===== config.mk =====
export PLATFORM = sky130hd
export DESIGN_NAME = tmbt_fifo
export DESIGN_NICKNAME = d
export VERILOG_FILES = /design/src/sv/tmbt_pkg.sv /design/src/sv/tmbt_fifo.sv
export SDC_FILE = /design/constraint.sdc
export NUM_CORES = 1
export LEC_CHECK = 0
export BUFFER_PORTS_ARGS = -buffer_cell sky130_fd_sc_hd__buf_2
export CORE_ASPECT_RATIO = 0.5
export CORE_MARGIN = 5
export CORE_UTILIZATION = 43
export CTS_BUF_LIST = sky130_fd_sc_hd__clkbuf_8
export CTS_CLUSTER_DIAMETER = 30
export CTS_CLUSTER_SIZE = 40
export DETAILED_ROUTE_END_ITERATION = 8
export PLACE_DENSITY = 0.66
export SYNTH_ARGS = -nofsm -noshare
export SYNTH_HDL_FRONTEND = slang
export SYNTH_SLANG_ARGS = --single-unit

===== constraint.sdc =====
create_clock -name clk -period 8.8 [get_ports clk]
set_input_delay 1.32 -clock clk [delete_from_list [all_inputs] [get_ports clk]]
set_output_delay 1.32 -clock clk [all_outputs]
set_load 0.05 [all_outputs]

===== src/sv/tmbt_pkg.sv =====
`timescale 1ns / 1ps
// Shared constants, types and helper functions of the tempo map converter.
// Depends on nothing; every file but tmbt_ram uses it, the testbench by import.
package tmbt_pkg;

  localparam int POINTS_PER_MAP = 64;
  localparam int MAP_COUNT      = 4;
  localparam int BEAT_SECONDS   = 60;

  localparam int IDX_W  = $clog2(POINTS_PER_MAP);
  localparam int CNT_W  = $clog2(POINTS_PER_MAP + 1);
  localparam int MAP_W  = $clog2(MAP_COUNT);
  localparam int DEPTH  = MAP_COUNT * POINTS_PER_MAP;
  localparam int ADDR_W = $clog2(DEPTH);

  localparam int POS_W   = 32;
  localparam int TEMPO_W = 25;
  localparam int TIME_W  = 48;
  localparam int FRAC_W  = 24;
  localparam int RATE_W  = 18;
  localparam int HALF_W  = 16;
  localparam int SEC_W   = $clog2(BEAT_SECONDS + 1);
  localparam int NUM_W   = POS_W + SEC_W;
  localparam int DIV_W   = NUM_W + FRAC_W;
  localparam int HI_W    = TIME_W - FRAC_W + RATE_W;
  localparam int LO_W    = FRAC_W + RATE_W;

  localparam logic [TIME_W-1:0]  TIME_MAX    = '1;
  localparam logic [POS_W-1:0]   POS_MAX     = '1;
  localparam logic [TEMPO_W-1:0] TEMPO_RESET = TEMPO_W'(120 << 16);
  localparam logic [RATE_W-1:0]  RATE_RESET  = RATE_W'(48000);

  typedef enum logic [1:0] {FN_START, FN_INSERT, FN_BEAT, FN_FRAME} func_t;
  typedef enum logic [1:0] {ST_OK, ST_FULL, ST_SEP} status_t;
  typedef enum logic [2:0] {K_START, K_INSERT, K_BEAT, K_FRAME, K_SEP, K_IGNORE} kind_t;

  typedef enum logic [4:0] {
    BS_IDLE, BS_POS, BS_POS_WAIT, BS_SH_RD, BS_SH_CHK, BS_SH_PUT,
    BS_RC_RD, BS_RC_GET, BS_RC_WR, BS_SP_MUL, BS_SP_DIV, BS_SP_WAIT,
    BS_SC_RD, BS_SC_CHK, BS_BQ_END, BS_FR_RD, BS_FR_MUL, BS_FR_CHK, BS_DONE
  } bstate_t;

  typedef struct packed {
    kind_t               kind;
    logic [MAP_W-1:0]    map;
    logic [HALF_W-1:0]   line;
    logic [HALF_W-1:0]   y;
    logic [HALF_W-1:0]   sep;
    logic [TEMPO_W-1:0]  tempo;
    logic [TIME_W-1:0]   start;
    logic [TIME_W-1:0]   frame;
  } cmd_t;

  typedef struct packed {
    logic [POS_W-1:0]   pos;
    logic [TEMPO_W-1:0] tempo;
    logic [TIME_W-1:0]  time_q;
  } entry_t;

  function automatic logic [TIME_W-1:0] add_sat(input logic [TIME_W-1:0] a,
                                                input logic [TIME_W-1:0] b);
    logic [TIME_W:0] s;
    s = {1'b0, a} + {1'b0, b};
    return s[TIME_W] ? TIME_MAX : s[TIME_W-1:0];
  endfunction

  function automatic logic [ADDR_W-1:0] ent_addr(input logic [MAP_W-1:0] m,
                                                 input logic [IDX_W-1:0] i);
    return ADDR_W'(m) * ADDR_W'(POINTS_PER_MAP) + ADDR_W'(i);
  endfunction

endpackage


===== src/sv/tmbt_fifo.sv =====
`timescale 1ns / 1ps
// Two-entry command queue between front end and back end.
// Depends on tmbt_pkg for the command type.
module tmbt_fifo (
  input  logic           clk,
  input  logic           rst,
  input  logic           push,
  input  tmbt_pkg::cmd_t din,
  output logic           full,
  input  logic           pop,
  output logic           avail,
  output tmbt_pkg::cmd_t dout
);
  tmbt_pkg::cmd_t slot [2];
  logic           wp;
  logic           rp;
  logic [1:0]     fill;

  assign full  = fill == 2'd2;
  assign avail = fill != 2'd0;
  assign dout  = slot[rp];

  always_ff @(posedge clk) begin
    if (rst) begin
      wp   <= 1'b0;
      rp   <= 1'b0;
      fill <= 2'd0;
    end else begin
      if (push) wp <= ~wp;
      if (pop)  rp <= ~rp;
      if (push && !pop) begin
        fill <= fill + 2'd1;
      end else if (pop && !push) begin
        fill <= fill - 2'd1;
      end
    end
  end

  always_ff @(posedge clk) begin
    if (push) begin
      slot[wp] <= din;
    end
  end
endmodule


Yosys cells after proc, flatten, opt, wreduce, memory -nomap -nowiden
Memory sizes are Yosys's and may differ from the RTL's. A register that Yosys moved wholly into a read port is not among the register bits.
Index checks and enable logic that the tools add are counted.
{"block": "totals", "register_bits": 4, "out_inout_bits": 176, "wordCells": 21, "mem_bits_rw": 348, "mem_count": 1, "inputBits": 178}
{"block": "classes", "n_bitwise": 2, "n_eq_ne": 1, "mux": 6, "add_sub_neg": 2, "n_reduce_logical": 6}
{"memory": "slot", "depth": 2, "word_bits": 174, "read_ports": 1, "rd_clocked_by_memory_dff": 1, "wr": 1, "line": "tmbt_fifo.sv:14", "text": "tmbt_pkg::cmd_t slot [2];"}
{"op": "$mux W1", "n": 4}
{"op": "$mux W2", "n": 2}
{"op": "$reduce_bool A2 Y1", "n": 2}
{"op": "$add A2 B1 Y2 const B", "n": 1}
{"op": "$eq A2 B2 Y1 const B", "n": 1}
{"op": "$logic_and A1 B1 Y1", "n": 2}
{"op": "$logic_not A1 Y1", "n": 2}
{"op": "$not A1 Y1", "n": 2}
{"op": "$sub A2 B1 Y2 const B", "n": 1}

Depth between registers and ports, before layout
Gate-level depths: netlist of run 1.
{"block": "depth", "ltp_word": 4, "mapped_depth": 5, "depth_no_buf": 5}

Worst setup path after synthesis of run 1
OpenSTA, ideal clock, no wires.
{"block": "synth_timing", "kind": "in2reg", "startpoint": "input push", "endpoint": "memory slot[0][0] (netlist bit) (enable)", "path_stages": 1, "slack_ns": -0.764, "n_path_buf": 0, "required_time_ns": 8.069, "t_arrival_ns": 8.833, "path_cell_list": "nor2b_1"}
{"block": "synth_between", "elab_chain_len": 2}
{"item": "start, declared", "line": "tmbt_fifo.sv:7", "text": "input logic push,"}
{"item": "$mux W1", "line": "tmbt_fifo.sv:40", "text": "if (push) begin"}
{"item": "$mux W1 (implied by the code)", "line": "tmbt_fifo.sv:41", "text": "slot[wp] <= din;"}
{"item": "end, declared", "line": "tmbt_fifo.sv:14"}
Every way passes these cells.

==> flow_summary.json, run 1 <==
{
  "r2r-start": "wp$_SDFFE_PP0P_",
  "synth_nets": 742,
  "wirelength_um": 28460,
  "place_congestion": 0.7816,
  "vias": 6581,
  "path_max_fanout": 76,
  "start_kind": "flip-flop",
  "maxSlewViolCount": 0,
  "yosysSeqAreaShare_pct": 82.26,
  "swShare_pct": 29.88,
  "stdcell_area_um2": 15950,
  "fin_skew_ps": 25.97,
  "mostFrequentLayoutCells": "353 x buf_2, 348 x edfxtp_1, 174 x mux2_2",
  "grt_pass1_vias": 7127,
  "dpl.hpwl_um": 19170,
  "netlist_area_um2": 12820,
  "cts_tree": "yes",
  "fmax_mhz": 229.8,
  "hold_buffers": 0,
  "via_per_inst": 4.779,
  "rows": 44,
  "hold_path_class": "reg -> reg",
  "clock_latency_ps": 580,
  "synth_area_per_cell_um2": 22.78,
  "place_ws_ps": 4992,
  "holdCritStartpoint": "fill[1]$_SDFFE_PP0P_",
  "maxCapViolations": 0,
  "initial_core_util_pct": 43.95,
  "ios": 354,
  "core_um2": 29180,
  "cts_buffers": 45,
  "clk_path_buf_depth": 3,
  "power_frac_comb_pct": 16.6,
  "synthCells": 563,
  "fin_nets": 1128,
  "rsz0062_at_grt": "no",
  "p_seq_share_pct": 50.0,
  "cts.htree.levels": 2,
  "hold_viol_final": 0,
  "setup-tns-final_ps": 0,
  "ir_drop_mv": 0.1220,
  "die_h_um": 132.1,
  "clkTransAtPathRegs_ps": 80,
  "ant_nets": 0,
  "ys_ff_latch": 353,
  "placed_area_um2": 14940,
  "maxSlewHeadroom_pct": 22.55,
  "wl_per_cell_um": 20.67,
  "crit_type": "reg -> out",
  "synth_cell_type_count": 16,
  "grt_max_degree": 138,
  "p_leak_nw": 5.953,
  "cts_resized": 0,
  "grt_overflow_total": 0,
  "setup_viol": 0,
  "power.share.clock_pct": 33.3,
  "worst_pin_slew_ps": 1159,
  "drt_iter0_drc": 326,
  "die_w_um": 254.2,
  "antenna_found_initial": 2,
  "fin_crit_sh_pct": 49.45,
  "cts_root_buffer": "clkbuf_8",
  "drc": 0,
  "fin_ws_ps": 4449,
  "endpoint_kind": "primary output",
  "portBuffers": 353,
  "postCtsSetupBuffers": 0,
  "syn_to_final_growth_pct": 24.40,
  "status": "finished clean",
  "cts.sinks": 353,
  "grtUsageTotal_pct": 16.46,
  "p_int_w": 0.002799,
  "fillers": 2300,
  "powerDensity_nw_per_um2": 250.2,
  "final_common_cell": "buf_2",
  "fin_crit_ps": 4352,
  "die_area_um2": 33590,
  "grt_first_pass_wirelength_um": 42260,
  "dr.pass1.iters": 4,
  "worst_ep_required_time_ps": 7480,
  "critPathArrivalTime_ps": 3030,
  "synth_warnings": 0,
  "power_switching_w": 0.001193,
  "drive_gt1_share_pct": 62.23
}
==> path summary, 6_finish.rpt <==
check / end / slack [ps] / cells past startpoint
worst max-delay path: dout[100] / 4450 / 3
worst min-delay path: fill[1]$_SDFFE_PP0P_ / 510 / 2
worst max register to register: slot[1][56]$_DFFE_PP_ / 6310 / 2
worst min register to register: fill[1]$_SDFFE_PP0P_ / 510 / 2
==> layer usage <==
metal  global-route usage, %  wire [um]  vias up
li1                        -          -     3036
met1                   17.82      10070     3336
met2                   31.82      16500      150
met3                   3.666       1181       57
met4                   5.185        695        2
met5                       0         13        -
==> final cells by class <==
type | instances | area, um2 | area share, %
sequential | 353 | 10550 | 66.15
multi-input combinational | 190 | 2073 | 13.00
timing repair buffer | 358 | 1817 | 11.39
clock buffer | 47 | 646.9 | 4.055
tap | 391 | 489.2 | 3.066
clock inverter | 36 | 367.9 | 2.306
inverter | 1 | 3.754 | 0.02353
antenna | 1 | 2.502 | 0.01568
==> stage by stage <==
stage	instances	hold slack [ps]	util, %	total power, W
finish	1377	511.5	54.68	0.003992
global route	1377	577.1	54.68	0.004159
CTS	1376	513.1	54.67	0.004053
detailed placement	1293	502.1	51.19	0.002711
global placement	1293	475.8	51.19	0.002697
floorplan	563	455.8	-	0.002544
==> power groups by stage <==
stage | sequential, W | clock, W | combinational (W)
after floorplan | 0.00203 | 0 | 0.000515
after global placement | 0.00203 | 0 | 0.000666
after detailed placement | 0.00204 | 0 | 0.000673
after CTS | 0.00200 | 0.00138 | 0.000675
after global routing | 0.00201 | 0.00146 | 0.000694
final | 0.00200 | 0.00133 | 0.000664
==> cells in the mapped netlist <==
| master | n | share of area (%) |
|---|---|---|
| mux2_2 | 174 | 15 |
| nor2_1 | 4 | 0.12 |
| ha_1 | 1 | 0.098 |
| dfxtp_1 | 5 | 0.78 |
| and2_1 | 1 | 0.049 |
| or3_1 | 1 | 0.049 |
| inv_1 | 1 | 0.029 |
| or2_2 | 1 | 0.049 |
| nor2b_1 | 2 | 0.098 |
| edfxtp_1 | 348 | 81 |
| a21oi_1 | 1 | 0.039 |
| buf_6 | 18 | 1.6 |
| o21ai_0 | 1 | 0.039 |
| buf_2 | 1 | 0.039 |
| xor2_1 | 2 | 0.14 |
| xnor2_1 | 2 | 0.14 |
==> worst max-delay path, stage by stage (launching register included) <==
cell and delay [ps]:
dfxtp_4 1040, buf_4 700, mux2_2 430, buf_2 210
==> kinds of logic after synthesis <==
| logic type | share of synthesized area [%] |
|---|---|
| AO/OA/AOI/OAI | 0.07797 |
| AND/OR/NAND/NOR | 0.3610 |
| XOR/XNOR | 0.2732 |
| adder cells (fa/ha/maj) | 0.09755 |
| buffers and inverters | 1.649 |
| flip-flops | 82.26 |
| multiplexers | 15.28 |
==> sequential cells by signal, indices dropped and copies added, names as in the netlist, named ones only <==
name  flops
fill      2
rp        1
slot    348
wp        1
(Power assumes the default switching activity.)
==> run 2, diff against run 1 <==
PLACE_DENSITY = 0.64   (was 0.66)
clock period = 4.4 ns   (was 8.8 ns; I/O delays follow)
==> flow_summary.json, run 2 (same netlist as run 1, synthesis figures left out) <==
{
  "status": "finished clean",
  "multi_input_area_um2": 2073,
  "hold_viol_final": 0,
  "die_w_um": 254.2,
  "cts_root_buffer": "clkbuf_8",
  "min_to": "slot[0][44]$_DFFE_PP_",
  "maxSlewHeadroom_pct": 37.10,
  "holdCritStartpoint": "din[44]",
  "cts_tree": "yes",
  "grt_max_degree": 135,
  "cp_cell_sequence": "buf_12 -> mux2_2 -> buf_2",
  "fin_crit_sh_pct": 73.42,
  "via_per_inst": 4.767,
  "cts_resized": 0,
  "min_path_cells": 1,
  "grtUsageTotal_pct": 16.16,
  "rsz0062_at_grt": "no",
  "core_um2": 29180,
  "setup_viol": 0,
  "clkTransAtPathRegs_ps": 90,
  "syn_to_final_growth_pct": 24.14,
  "rows": 44,
  "path_max_fanout": 64,
  "crit_type": "reg -> out",
  "max_stage_delay_ps": 970,
  "fillers": 2393,
  "fin_skew_ps": 39.72,
  "whs_ps": 277.7,
  "antenna_found_initial": 5,
  "cts_buffers": 42,
  "maxCapViolations": 0,
  "regArea_um2": 10550,
  "top_regs": "slot x348, fill x2",
  "start_kind": "flip-flop",
  "fmax_mhz": 309.6,
  "portBuffers": 353,
  "grt_overflow_total": 0,
  "wl_per_cell_um": 20.53,
  "die_h_um": 132.1,
  "hold_path_class": "in -> reg",
  "grt_pass1_vias": 7086,
  "clock_latency_ps": 560,
  "grt_first_pass_wirelength_um": 41620,
  "powerDensity_nw_per_um2": 488.6,
  "reg2reg_depth": 2,
  "worst_ep_required_time_ps": 3740,
  "r2r_end": "slot[1][75]$_DFFE_PP_",
  "place_ws_ps": 1726,
  "slowest_stage": "dfxtp_4",
  "ios": 354,
  "place_congestion": 0.8108,
  "ir_drop_mv": 0.2340,
  "postCtsSetupBuffers": 0,
  "cp_top_family": "flip-flops",
  "cp_num_buf_inv": 2,
  "cts.sinks": 353,
  "dpl.hpwl_um": 19160,
  "maxSlewViolCount": 0,
  "initial_core_util_pct": 43.95,
  "drc": 0,
  "p_leak_nw": 5.915,
  "fin_ws_ps": 1170,
  "endpoint_kind": "primary output",
  "critPathArrivalTime_ps": 2570,
  "hold_buffers": 0,
  "largest-register": "slot",
  "vias": 6564,
  "r2r-start": "wp$_SDFFE_PP0P_",
  "worst_pin_slew_ps": 943.6,
  "fin_crit_ps": 3230,
  "setup-tns-final_ps": 0,
  "drt_iter0_drc": 265,
  "cts.htree.levels": 2,
  "regToRegSetupSlack_ps": 2340,
  "ant_nets": 0,
  "die_area_um2": 33590,
  "largest_reg_flops": 348,
  "final_common_cell": "buf_2",
  "wirelength_um": 28270,
  "clk_path_buf_depth": 3,
  "mostFrequentLayoutCells": "353 x buf_2, 348 x edfxtp_1, 174 x mux2_2",
  "drive_gt1_share_pct": 62.18,
  "fin_nets": 1128,
  "dr.pass1.iters": 4
}
-- run 2: final cells by class --
cell class                 count  area share [%]
inverter                       1         0.02358
sequential                   353           66.29
clock buffer                  45           3.890
clock inverter                31           1.831
antenna                        5         0.07859
tap                          391           3.073
multi-input combinational    190           13.02
timing repair buffer         361           11.79
-- run 2: worst register-to-register path, delay by kind of cell (launching register included) --
kind                   cells  cell delay (ps)
AND/OR/NAND/NOR            1              630
buffers and inverters      1              620
flip-flops                 1              420
-- run 2: metrics by stage --
step                      cell area, um2  utilization, %  total power, W  std cells
final                              15920           54.56        0.007779       1377
after global routing               15920           54.56        0.008109       1377
after floorplan                    12830               -        0.005072        563
after CTS                          15910           54.52        0.007900       1372
after detailed placement           15000           51.40        0.005430       1296
after global placement             15000           51.40        0.005406       1296
-- run 2: how the worst max path moves through the flow --
stage | start | to | slack [ps] | cells after the start
after CTS | flip-flop | dout[50] | 1100 | 3
after floorplan | push | slot[0][0]$_DFFE_PP_ | 700 | 1
after global routing | flip-flop | dout[15] | 1030 | 3
final | flip-flop | dout[81] | 1170 | 3
after global placement | flip-flop | dout[81] | 1750 | 3
after detailed placement | flip-flop | dout[50] | 1730 | 3
-- run 2: per-layer routing --
layer	track usage (%)	up-vias	share of wire, %	routed length [um]
li1	-	3030	-	-
met1	17.56	3311	35	10030
met3	3.588	59	4.5	1266
met5	0	-	0	0
met4	5.930	0	3.3	925
met2	30.77	164	57	16040
-- run 2: where the power goes --
part	leakage [nW]	internal, W	total [W]	switching [W]
sequential	3.31	0.00392	0.00399	0.0000690
combinational	2.15	0.000371	0.00134	0.000972
clock	0.452	0.00118	0.00244	0.00126
total	5.91	0.00548	0.00778	0.00230
