## config.mk

```make
export PLATFORM = sky130hd
export DESIGN_NAME = tmbt_front
export DESIGN_NICKNAME = d
export VERILOG_FILES = /design/src/sv/tmbt_pkg.sv /design/src/sv/tmbt_front.sv
export SDC_FILE = /design/constraint.sdc
export NUM_CORES = 1
export LEC_CHECK = 0
export BUFFER_PORTS_ARGS = -buffer_cell sky130_fd_sc_hd__buf_2
export CORE_ASPECT_RATIO = 0.5
export CORE_MARGIN = 5
export CORE_UTILIZATION = 35
export CTS_CLUSTER_DIAMETER = 120
export DETAILED_ROUTE_END_ITERATION = 8
export PLACE_DENSITY = 0.71
export SYNTH_ARGS = -nofsm -noshare
export SYNTH_HDL_FRONTEND = slang
export SYNTH_SLANG_ARGS = --single-unit
export TNS_END_PERCENT = 10
```

## constraint.sdc

```tcl
create_clock -name clk -period 10.2 [get_ports clk]
set_input_delay 1.02 -clock clk [delete_from_list [all_inputs] [get_ports clk]]
set_output_delay 1.02 -clock clk [all_outputs]
set_load 0.1 [all_outputs]
```

## src/sv/tmbt_pkg.sv

```systemverilog
`timescale 1ns / 1ps
// Shared constants, types and helper functions of the tempo map converter.
// Depends on nothing; every file but tmbt_ram uses it, the testbench by import.
package tmbt_pkg;

  localparam int POINTS_PER_MAP = 64;
  localparam int MAP_COUNT      = 4;
  localparam int BEAT_SECONDS   = 60;

  localparam int IDX_W  = $clog2(POINTS_PER_MAP);
  localparam int CNT_W  = $clog2(POINTS_PER_MAP + 1);
  localparam int MAP_W  = $clog2(MAP_COUNT);
  localparam int DEPTH  = MAP_COUNT * POINTS_PER_MAP;
  localparam int ADDR_W = $clog2(DEPTH);

  localparam int POS_W   = 32;
  localparam int TEMPO_W = 25;
  localparam int TIME_W  = 48;
  localparam int FRAC_W  = 24;
  localparam int RATE_W  = 18;
  localparam int HALF_W  = 16;
  localparam int SEC_W   = $clog2(BEAT_SECONDS + 1);
  localparam int NUM_W   = POS_W + SEC_W;
  localparam int DIV_W   = NUM_W + FRAC_W;
  localparam int HI_W    = TIME_W - FRAC_W + RATE_W;
  localparam int LO_W    = FRAC_W + RATE_W;

  localparam logic [TIME_W-1:0]  TIME_MAX    = '1;
  localparam logic [POS_W-1:0]   POS_MAX     = '1;
  localparam logic [TEMPO_W-1:0] TEMPO_RESET = TEMPO_W'(120 << 16);
  localparam logic [RATE_W-1:0]  RATE_RESET  = RATE_W'(48000);

  typedef enum logic [1:0] {FN_START, FN_INSERT, FN_BEAT, FN_FRAME} func_t;
  typedef enum logic [1:0] {ST_OK, ST_FULL, ST_SEP} status_t;
  typedef enum logic [2:0] {K_START, K_INSERT, K_BEAT, K_FRAME, K_SEP, K_IGNORE} kind_t;

  typedef enum logic [4:0] {
    BS_IDLE, BS_POS, BS_POS_WAIT, BS_SH_RD, BS_SH_CHK, BS_SH_PUT,
    BS_RC_RD, BS_RC_GET, BS_RC_WR, BS_SP_MUL, BS_SP_DIV, BS_SP_WAIT,
    BS_SC_RD, BS_SC_CHK, BS_BQ_END, BS_FR_RD, BS_FR_MUL, BS_FR_CHK, BS_DONE
  } bstate_t;

  typedef struct packed {
    kind_t               kind;
    logic [MAP_W-1:0]    map;
    logic [HALF_W-1:0]   line;
    logic [HALF_W-1:0]   y;
    logic [HALF_W-1:0]   sep;
    logic [TEMPO_W-1:0]  tempo;
    logic [TIME_W-1:0]   start;
    logic [TIME_W-1:0]   frame;
  } cmd_t;

  typedef struct packed {
    logic [POS_W-1:0]   pos;
    logic [TEMPO_W-1:0] tempo;
    logic [TIME_W-1:0]  time_q;
  } entry_t;

  function automatic logic [TIME_W-1:0] add_sat(input logic [TIME_W-1:0] a,
                                                input logic [TIME_W-1:0] b);
    logic [TIME_W:0] s;
    s = {1'b0, a} + {1'b0, b};
    return s[TIME_W] ? TIME_MAX : s[TIME_W-1:0];
  endfunction

  function automatic logic [ADDR_W-1:0] ent_addr(input logic [MAP_W-1:0] m,
                                                 input logic [IDX_W-1:0] i);
    return ADDR_W'(m) * ADDR_W'(POINTS_PER_MAP) + ADDR_W'(i);
  endfunction

endpackage

```

## src/sv/tmbt_front.sv

```systemverilog
`timescale 1ns / 1ps
// Front end: takes input words into a holding register and classifies them.
// Depends on tmbt_pkg for the command type.
module tmbt_front (
  input  logic                               clk,
  input  logic                               rst,
  input  logic                               in_valid,
  output logic                               in_stall,
  input  logic [1:0]                         func,
  input  logic [1:0]                         map_select,
  input  logic [tmbt_pkg::HALF_W-1:0]        beat_line,
  input  logic [tmbt_pkg::HALF_W-1:0]        y,
  input  logic [tmbt_pkg::HALF_W-1:0]        separate,
  input  logic [tmbt_pkg::TEMPO_W-1:0]       tempo,
  input  logic [tmbt_pkg::TIME_W-1:0]        start_seconds,
  input  logic [tmbt_pkg::TIME_W-1:0]        frame,
  input  logic                               q_full,
  output logic                               q_push,
  output tmbt_pkg::cmd_t                     q_cmd
);
  logic           hold_v;
  tmbt_pkg::cmd_t hold;
  tmbt_pkg::cmd_t cls;
  logic           accept;

  always_comb begin
    cls.map   = map_select[tmbt_pkg::MAP_W-1:0];
    cls.line  = beat_line;
    cls.y     = y;
    cls.sep   = separate;
    cls.tempo = tempo;
    cls.start = start_seconds;
    cls.frame = frame;
    if (int'(map_select) >= tmbt_pkg::MAP_COUNT) begin
      cls.kind = tmbt_pkg::K_IGNORE;
    end else begin
      unique case (tmbt_pkg::func_t'(func))
        tmbt_pkg::FN_START:  cls.kind = tmbt_pkg::K_START;
        tmbt_pkg::FN_INSERT: cls.kind = (separate == '0) ? tmbt_pkg::K_SEP
                                                         : tmbt_pkg::K_INSERT;
        tmbt_pkg::FN_BEAT:   cls.kind = (separate == '0) ? tmbt_pkg::K_SEP
                                                         : tmbt_pkg::K_BEAT;
        tmbt_pkg::FN_FRAME:  cls.kind = tmbt_pkg::K_FRAME;
      endcase
    end
  end

  assign in_stall = hold_v && q_full;
  assign accept   = in_valid && !in_stall;
  assign q_push   = hold_v && !q_full;
  assign q_cmd    = hold;

  always_ff @(posedge clk) begin
    if (rst) begin
      hold_v <= 1'b0;
    end else if (accept) begin
      hold_v <= 1'b1;
    end else if (q_push) begin
      hold_v <= 1'b0;
    end
  end

  always_ff @(posedge clk) begin
    if (accept) begin
      hold <= cls;
    end
  end
endmodule

```

; Word level (Yosys, flattened, before mapping)
; Index checks and enable logic that the tools add are counted.
[classes]
eq_ne = 3
n_mux = 5
n_reduce_logical = 8
[op_table]
columns = op, count
row1 = 16-bit logical NOT, 1
row2 = 3-bit one-hot mux with 4 select lines, 1
row3 = 3-bit 2-to-1 mux, 2
row4 = "2-bit == test, second input constant", 2
row5 = 1-bit logical AND, 3
row6 = "2-bit by 1-bit == test with 1-bit output, second input constant", 1
row7 = 1-bit logical NOT, 2
row8 = 2-bit logical NOT, 1
row9 = 1-bit 2-to-1 mux, 2
row10 = 2-bit nonzero test, 1
[totals]
reg_bits = 175
inputBits = 177
word_cells = 25

; Logic depth before layout (Yosys ltp)
; Gate-level depths: netlist (run 1).
[logic_depth]
word_depth = 4
depth_mapped = 3
depth_no_buf = 3

; Least setup slack after synthesis (run 1)
; Ideal clock, no wire load.
[synth_timing]
kind = input-to-reg
from = input q_full
to = register hold (netlist bit q_cmd[0]) (enable)
setup_ns = 0.727
arrival_time_ns = 9.283
required_time_ns = 9.473
setup_slack_ns = 0.190
cell_stages = 2
n_path_buf = 0
path_cell_list = and2_1 > nor2b_1
[synth_via]
elab_chain_cells = 3
[synth_rtl]
columns = item, line
row1 = "start, declared", tmbt_front.sv:17  ; input logic q_full,
row2 = 1-bit logical AND, tmbt_front.sv:48  ; assign in_stall = hold_v && q_full;
row3 = 1-bit logical NOT, tmbt_front.sv:49  ; assign accept = in_valid && !in_stall;
row4 = 1-bit logical AND, tmbt_front.sv:49
row5 = net accept, tmbt_front.sv:24  ; logic accept;
row6 = "end signal, assigned", tmbt_front.sv:65  ; hold <= cls;
row7 = "end, declared", tmbt_front.sv:22  ; tmbt_pkg::cmd_t hold;
; The timed path passes the listed nets, and every way through them passes these cells.
; A chain may end at the register's enable or synchronous reset.

; Worst setup path after layout (run 1)
[layout_timing]
from = input q_full
to = output in_stall
[layout_via]
elab_chain_cells = 1
[layout_rtl]
columns = item, line
row1 = 1-bit logical AND, tmbt_front.sv:48
row2 = "end, declared", tmbt_front.sv:8  ; output logic in_stall,
; Every way passes these cells.

==> flow_metrics.tcl, run 1 <==
set metrics [dict create \
    crit_buf_inv 2 \
    post-cts-setup-buffers 0 \
    rrSetupSlack_ns 7.94 \
    dieWidth_um 184.8 \
    final_layout_size_suffix_gt1_share_pct 67.24 \
    timing.final.crit_period_ns 2.791 \
    synth.area.top_cells "edfxtp_1, dfxtp_1, nor4_1" \
    endpoint_kind "primary output" \
    path_max_fanout 3 \
    crit_top_cell "buf_2" \
    grt-ovfl-total 0 \
    crit_family "buffers and inverters" \
    drc_errors 0 \
    cts.sinks 175 \
    cts_max_level 4 \
    critPathArrivalTime_ns 1.77 \
    grtUsageMet1_pct 19.15 \
    wl_per_cell_um 20.11 \
    cp_slowest_cell "buf_2" \
    numPlacedInstances 743 \
    stdcell_count 775 \
    cts_tree "yes" \
    cts_max_path_buffers 2 \
    grt_antenna_before_repair 0 \
    syn_inst 191 \
    r2r_cells 3 \
    cellPowerDensity_mw_per_mm2 238.1 \
    ys_ff_latch 175 \
    synth-adder-area-share_pct 0 \
    path_cells "buf_2, and2_1, buf_2" \
    yosys_warnings 0 \
    num_io_pins 353 \
    setup_viol 0 \
    antennaDiodeCount 0 \
    rsz0062_at_grt "no" \
    cp.required_ns 9.18 \
    cts_buffers 17 \
    max_freq_mhz 358.3 \
    io_buffers 352 \
    syn-cell-area_mm2 0.005345 \
    fin_nets 741 \
    gp_congestion 0.8652 \
    synth-xor-area-share_pct 0.1639 \
    peakVddDrop_mv 0.1003 \
    die_area_mm2 0.01799 \
    grt_max_degree 85 \
    firstDrtPassIters 4 \
    layout_common_cells "buf_2, edfxtp_1, clkbuf_16" \
    min_to "hold_v$_SDFFE_PP0P_" \
    synth_compound_area_share_pct 0.2809 \
    outcome "finished clean" \
    fill_cells 1232 \
    hold_path_class "reg2reg" \
    yosys.area_share.simple_pct 1.428 \
    critPathKind "in2out" \
    first_global_vias 3548 \
    synth_top_area_share_pct 97.75 \
    core-area_mm2 0.01470 \
    grt_pass1_wl_um 22280 \
    final_common_cell "buf_2" \
    clk_latency_ns 0.41 \
    cts-root-buf "clkbuf_16" \
    r2r_end "q_cmd[128]$_DFFE_PP_" \
    muxShareOfSynthArea_pct 0 \
    syn2layout_area_growth_pct 49.23 \
    synth_top_family_by_area "simple AND/OR/NAND/NOR gates" \
    maxCapViolCount 0 \
    vias 3328 \
    yosysTopAreaCell "edfxtp_1" \
    synth_fp_nets 368 \
    cp.depth 3 \
    drtIter0Drc 182 \
    reg2reg_from "hold_v$_SDFFE_PP0P_" \
    use_met3_pct 3.889 \
    tightest_slew_ns 1.073 \
    setup_tns_ns 0 \
    fin_crit_sh_pct 27.36 \
    ys_types 12 \
    die_y_um 97.39 \
    met2_usage_pct 31.60 \
    top_usage_layer "met2" \
    cp-start-kind "input port" \
    post-dp-hpwl_um 12140 \
    post_cts_resized 0 \
    slowest_delay_ns 0.46 \
    hp-start "hold_v$_SDFFE_PP0P_" \
    syn_avg_cell_area_um2 27.98 \
    relSlewSlack_pct 28.47 \
    finalWirelength_um 15590 \
    hold_violations 0 \
    postRouteAntennaNets 0 \
    whs_path_depth 3 \
    rows 31 \
    start_util_pct 36.36 \
    hold_buffers 0 \
    clk_pin_slew_worst_paths_ns 0.07 \
    synth_seq_area_share_pct 98.13 \
    slew_violations 0 \
    grt_use_total_pct 16.80 \
    p_leak_nw 3.411 \
    via_per_inst 4.294 \
    finalClockSkew_ns 0.007244 \
]
==> stage by stage <==
stage	instance area (um2)	hold slack [ns]	power, mW	worst slack [ns]	utilization [%]
floorplan	5345	1.046	1.186	0.1902	-
global placement	7377	0.6385	1.256	7.168	50.18
detailed placement	7377	0.6678	1.261	7.088	50.18
CTS	7976	0.6802	1.921	7.408	54.26
global route	7976	0.7248	1.965	7.368	54.26
finish	7976	0.6791	1.899	7.409	54.26
==> how the worst max path moves through the flow <==
stage / slack [ns] / endpoint / startpoint
finish: 7.41 / in_stall / q_full
floorplan: 0.19 / q_cmd[0]$_DFFE_PP_ / q_full
detailed placement: 7.09 / q_cmd[154]$_DFFE_PP_ / q_full
global route: 7.37 / in_stall / q_full
CTS: 7.41 / in_stall / q_full
global placement: 7.17 / q_cmd[7]$_DFFE_PP_ / q_full
==> registers in the layout, indices dropped and copies added (netlist names) <==
name / cells
hold_v: 1
q_cmd: 174
==> worst reg2reg max path, cell delays in order (launching register included) <==
cell and delay (ns):
dfxtp_1 0.31, and2_1 0.18, nor2b_4 0.42, buf_4 0.88
==> where the power goes <==
| part | switching, mW | total (mW) | internal (mW) |
|---|---|---|---|
| clock network | 0.286 | 0.656 | 0.370 |
| logic | 0.339 | 0.390 | 0.0506 |
| registers | 0.0115 | 0.853 | 0.842 |
| total | 0.636 | 1.90 | 1.26 |
==> kinds of logic (layout without fill, tap and decap cells) <==
family,after synthesis,in the layout
xor gates and xnor gates,1,1
and+or+nand+nor,13,13
AOI/OAI and AO/OA,2,2
DFF,175,175
buffers and inverters,0,386
==> synth_stat cells <==
| cell | n |
|---|---|
| nor4_2 | 1 |
| nor2b_1 | 2 |
| nand2_1 | 1 |
| and2_1 | 1 |
| nor2_1 | 3 |
| xor2_1 | 1 |
| dfxtp_1 | 1 |
| nand4_1 | 1 |
| edfxtp_1 | 174 |
| nor4_1 | 3 |
| o21a_1 | 2 |
| nand3_1 | 1 |
==> area by class of cell <==
class | instances | area, um2 | share of cell area, %
Tap cell | 198 | 247.7 | 3.106
Clock inverter | 15 | 173.9 | 2.180
Sequential cell | 175 | 5245 | 65.76
Multi-Input combinational cell | 16 | 107.6 | 1.349
Clock buffer | 17 | 425.4 | 5.333
Timing Repair Buffer | 354 | 1777 | 22.27
==> per-layer routing <==
| layer | vias up | routed length [um] | share of wire [%] |
|---|---|---|---|
| li1 | 1527 | - | - |
| met1 | 1712 | 5776 | 37 |
| met2 | 79 | 9045 | 58 |
| met3 | 10 | 611 | 3.9 |
| met4 | 0 | 151 | 0.97 |
| met5 | - | 0 | 0 |
(Power assumes the default switching activity.)
==> inputs of run 2 (changes only) <==
- PLACE_DENSITY: 0.71 -> 0.69
- clock period: 10.2 -> 2.74 ns (I/O delays scaled with it)
==> flow_metrics.tcl, run 2 (synthesis gave the netlist of run 1 again) <==
set metrics [dict create \
    outcome "finished clean" \
    rsz0062_at_grt "no" \
    setup_tns_ns 0 \
    endpoint_kind "primary output" \
    fin_nets 742 \
    timing.final.crit_period_ns 1.579 \
    multiInputGateArea_um2 110.1 \
    grt_antenna_before_repair 0 \
    stdcell_count 776 \
    cellPowerDensity_mw_per_mm2 867.8 \
    firstDrtPassIters 4 \
    fin_area_mm2 0.007974 \
    postPlaceCellArea_mm2 0.007412 \
    rows 31 \
    cp.required_ns 2.47 \
    peakVddDrop_mv 0.3950 \
    grt-ovfl-total 0 \
    p_leak_nw 3.397 \
    critPathKind "reg2out" \
    antennaDiodeCount 0 \
    gp_congestion 0.8761 \
    critPathArrivalTime_ns 1.31 \
    die_area_mm2 0.01799 \
    hold_buffers 0 \
    vias 3321 \
    grt_max_degree 80 \
    maxCapViolCount 0 \
    clk_pin_slew_worst_paths_ns 0.08 \
    slew_violations 0 \
    post-dp-hpwl_um 12680 \
    final_common_cell "buf_2" \
    post-cts-setup-buffers 0 \
    syn2layout_area_growth_pct 49.18 \
    drtIter0Drc 155 \
    final_layout_size_suffix_gt1_share_pct 66.96 \
    cts.sinks 175 \
    grt_use_total_pct 17.02 \
    layout_common_cells "buf_2, edfxtp_1, clkbuf_16" \
    fin_crit_sh_pct 57.64 \
    max_freq_mhz 633.2 \
    setup_viol 0 \
    die_y_um 97.39 \
    cts_max_level 4 \
    drc_errors 0 \
    path_max_fanout 3 \
    largest_register_ffs 174 \
    cts_buffers 17 \
    cts_max_path_buffers 2 \
    grt_pass1_wl_um 22630 \
    cts_tree "yes" \
    core-area_mm2 0.01470 \
    wl_per_cell_um 20.37 \
    io_buffers 352 \
    tightest_slew_ns 0.5365 \
    fill_cells 1272 \
    start_util_pct 36.36 \
    first_global_vias 3599 \
    postRouteAntennaNets 0 \
    whs_ns 0.03843 \
    clk_latency_ns 0.41 \
    dieWidth_um 184.8 \
    via_per_inst 4.280 \
    power_mw 6.920 \
    relSlewSlack_pct 64.48 \
    finalClockSkew_ns 0.009710 \
    finalWirelength_um 15810 \
    num_io_pins 353 \
    hold_path_class "in2reg" \
    cts-root-buf "clkbuf_16" \
    post_cts_resized 0 \
    numPlacedInstances 744 \
    cp-start-kind "flop" \
    regArea_mm2 0.005245 \
    hold_violations 0 \
]
run 2: metrics by stage:
stage / util, % / worst slack [ns]
floorplan: - / -0.8495
global placement: 50.42 / 1.172
detailed placement: 50.42 / 1.155
CTS: 54.24 / 1.140
global route: 54.24 / 1.098
finish: 54.24 / 1.161
run 2: layout make-up:
type / instances / share of cell area (%)
Sequential cell: 175 / 65.78
Tap cell: 198 / 3.107
Multi-Input combinational cell: 16 / 1.381
Timing Repair Buffer: 355 / 22.69
Clock inverter: 13 / 1.616
Clock buffer: 19 / 5.429
run 2: critical path, stage by stage, from the launching register on:
cell     delay, ns
dfxtp_1       0.33
and2_4        0.16
buf_2         0.42
run 2: path summary, 6_finish.rpt:
path	start	to	slack, ns	cells after the start
min	beat_line[3]	q_cmd[156]$_DFFE_PP_	0.04	1
max reg2reg	hold_v$_SDFFE_PP0P_	q_cmd[65]$_DFFE_PP_	1.26	3
min reg2reg	hold_v$_SDFFE_PP0P_	hold_v$_SDFFE_PP0P_	0.62	3
max	hold_v$_SDFFE_PP0P_	in_stall	1.16	2
run 2: power by group:
group	switching [mW]	leakage (nW)	total (mW)	internal, mW
logic	1.27	1.44	1.47	0.195
clock network	1.01	0.265	2.28	1.27
registers	0.0394	1.69	3.17	3.13
total	2.32	3.40	6.92	4.60
run 2: layer usage:
metal  wire length [um]  vias up  part of all wire, %  GRT usage (%)
met5                  0        -                    0              0
met4                 65        0                 0.41          3.213
met3                719        5                  4.5          2.767
met2               9118       85                   58          32.33
met1               5906     1701                   37          20.44
li1                   -     1530                    -              -
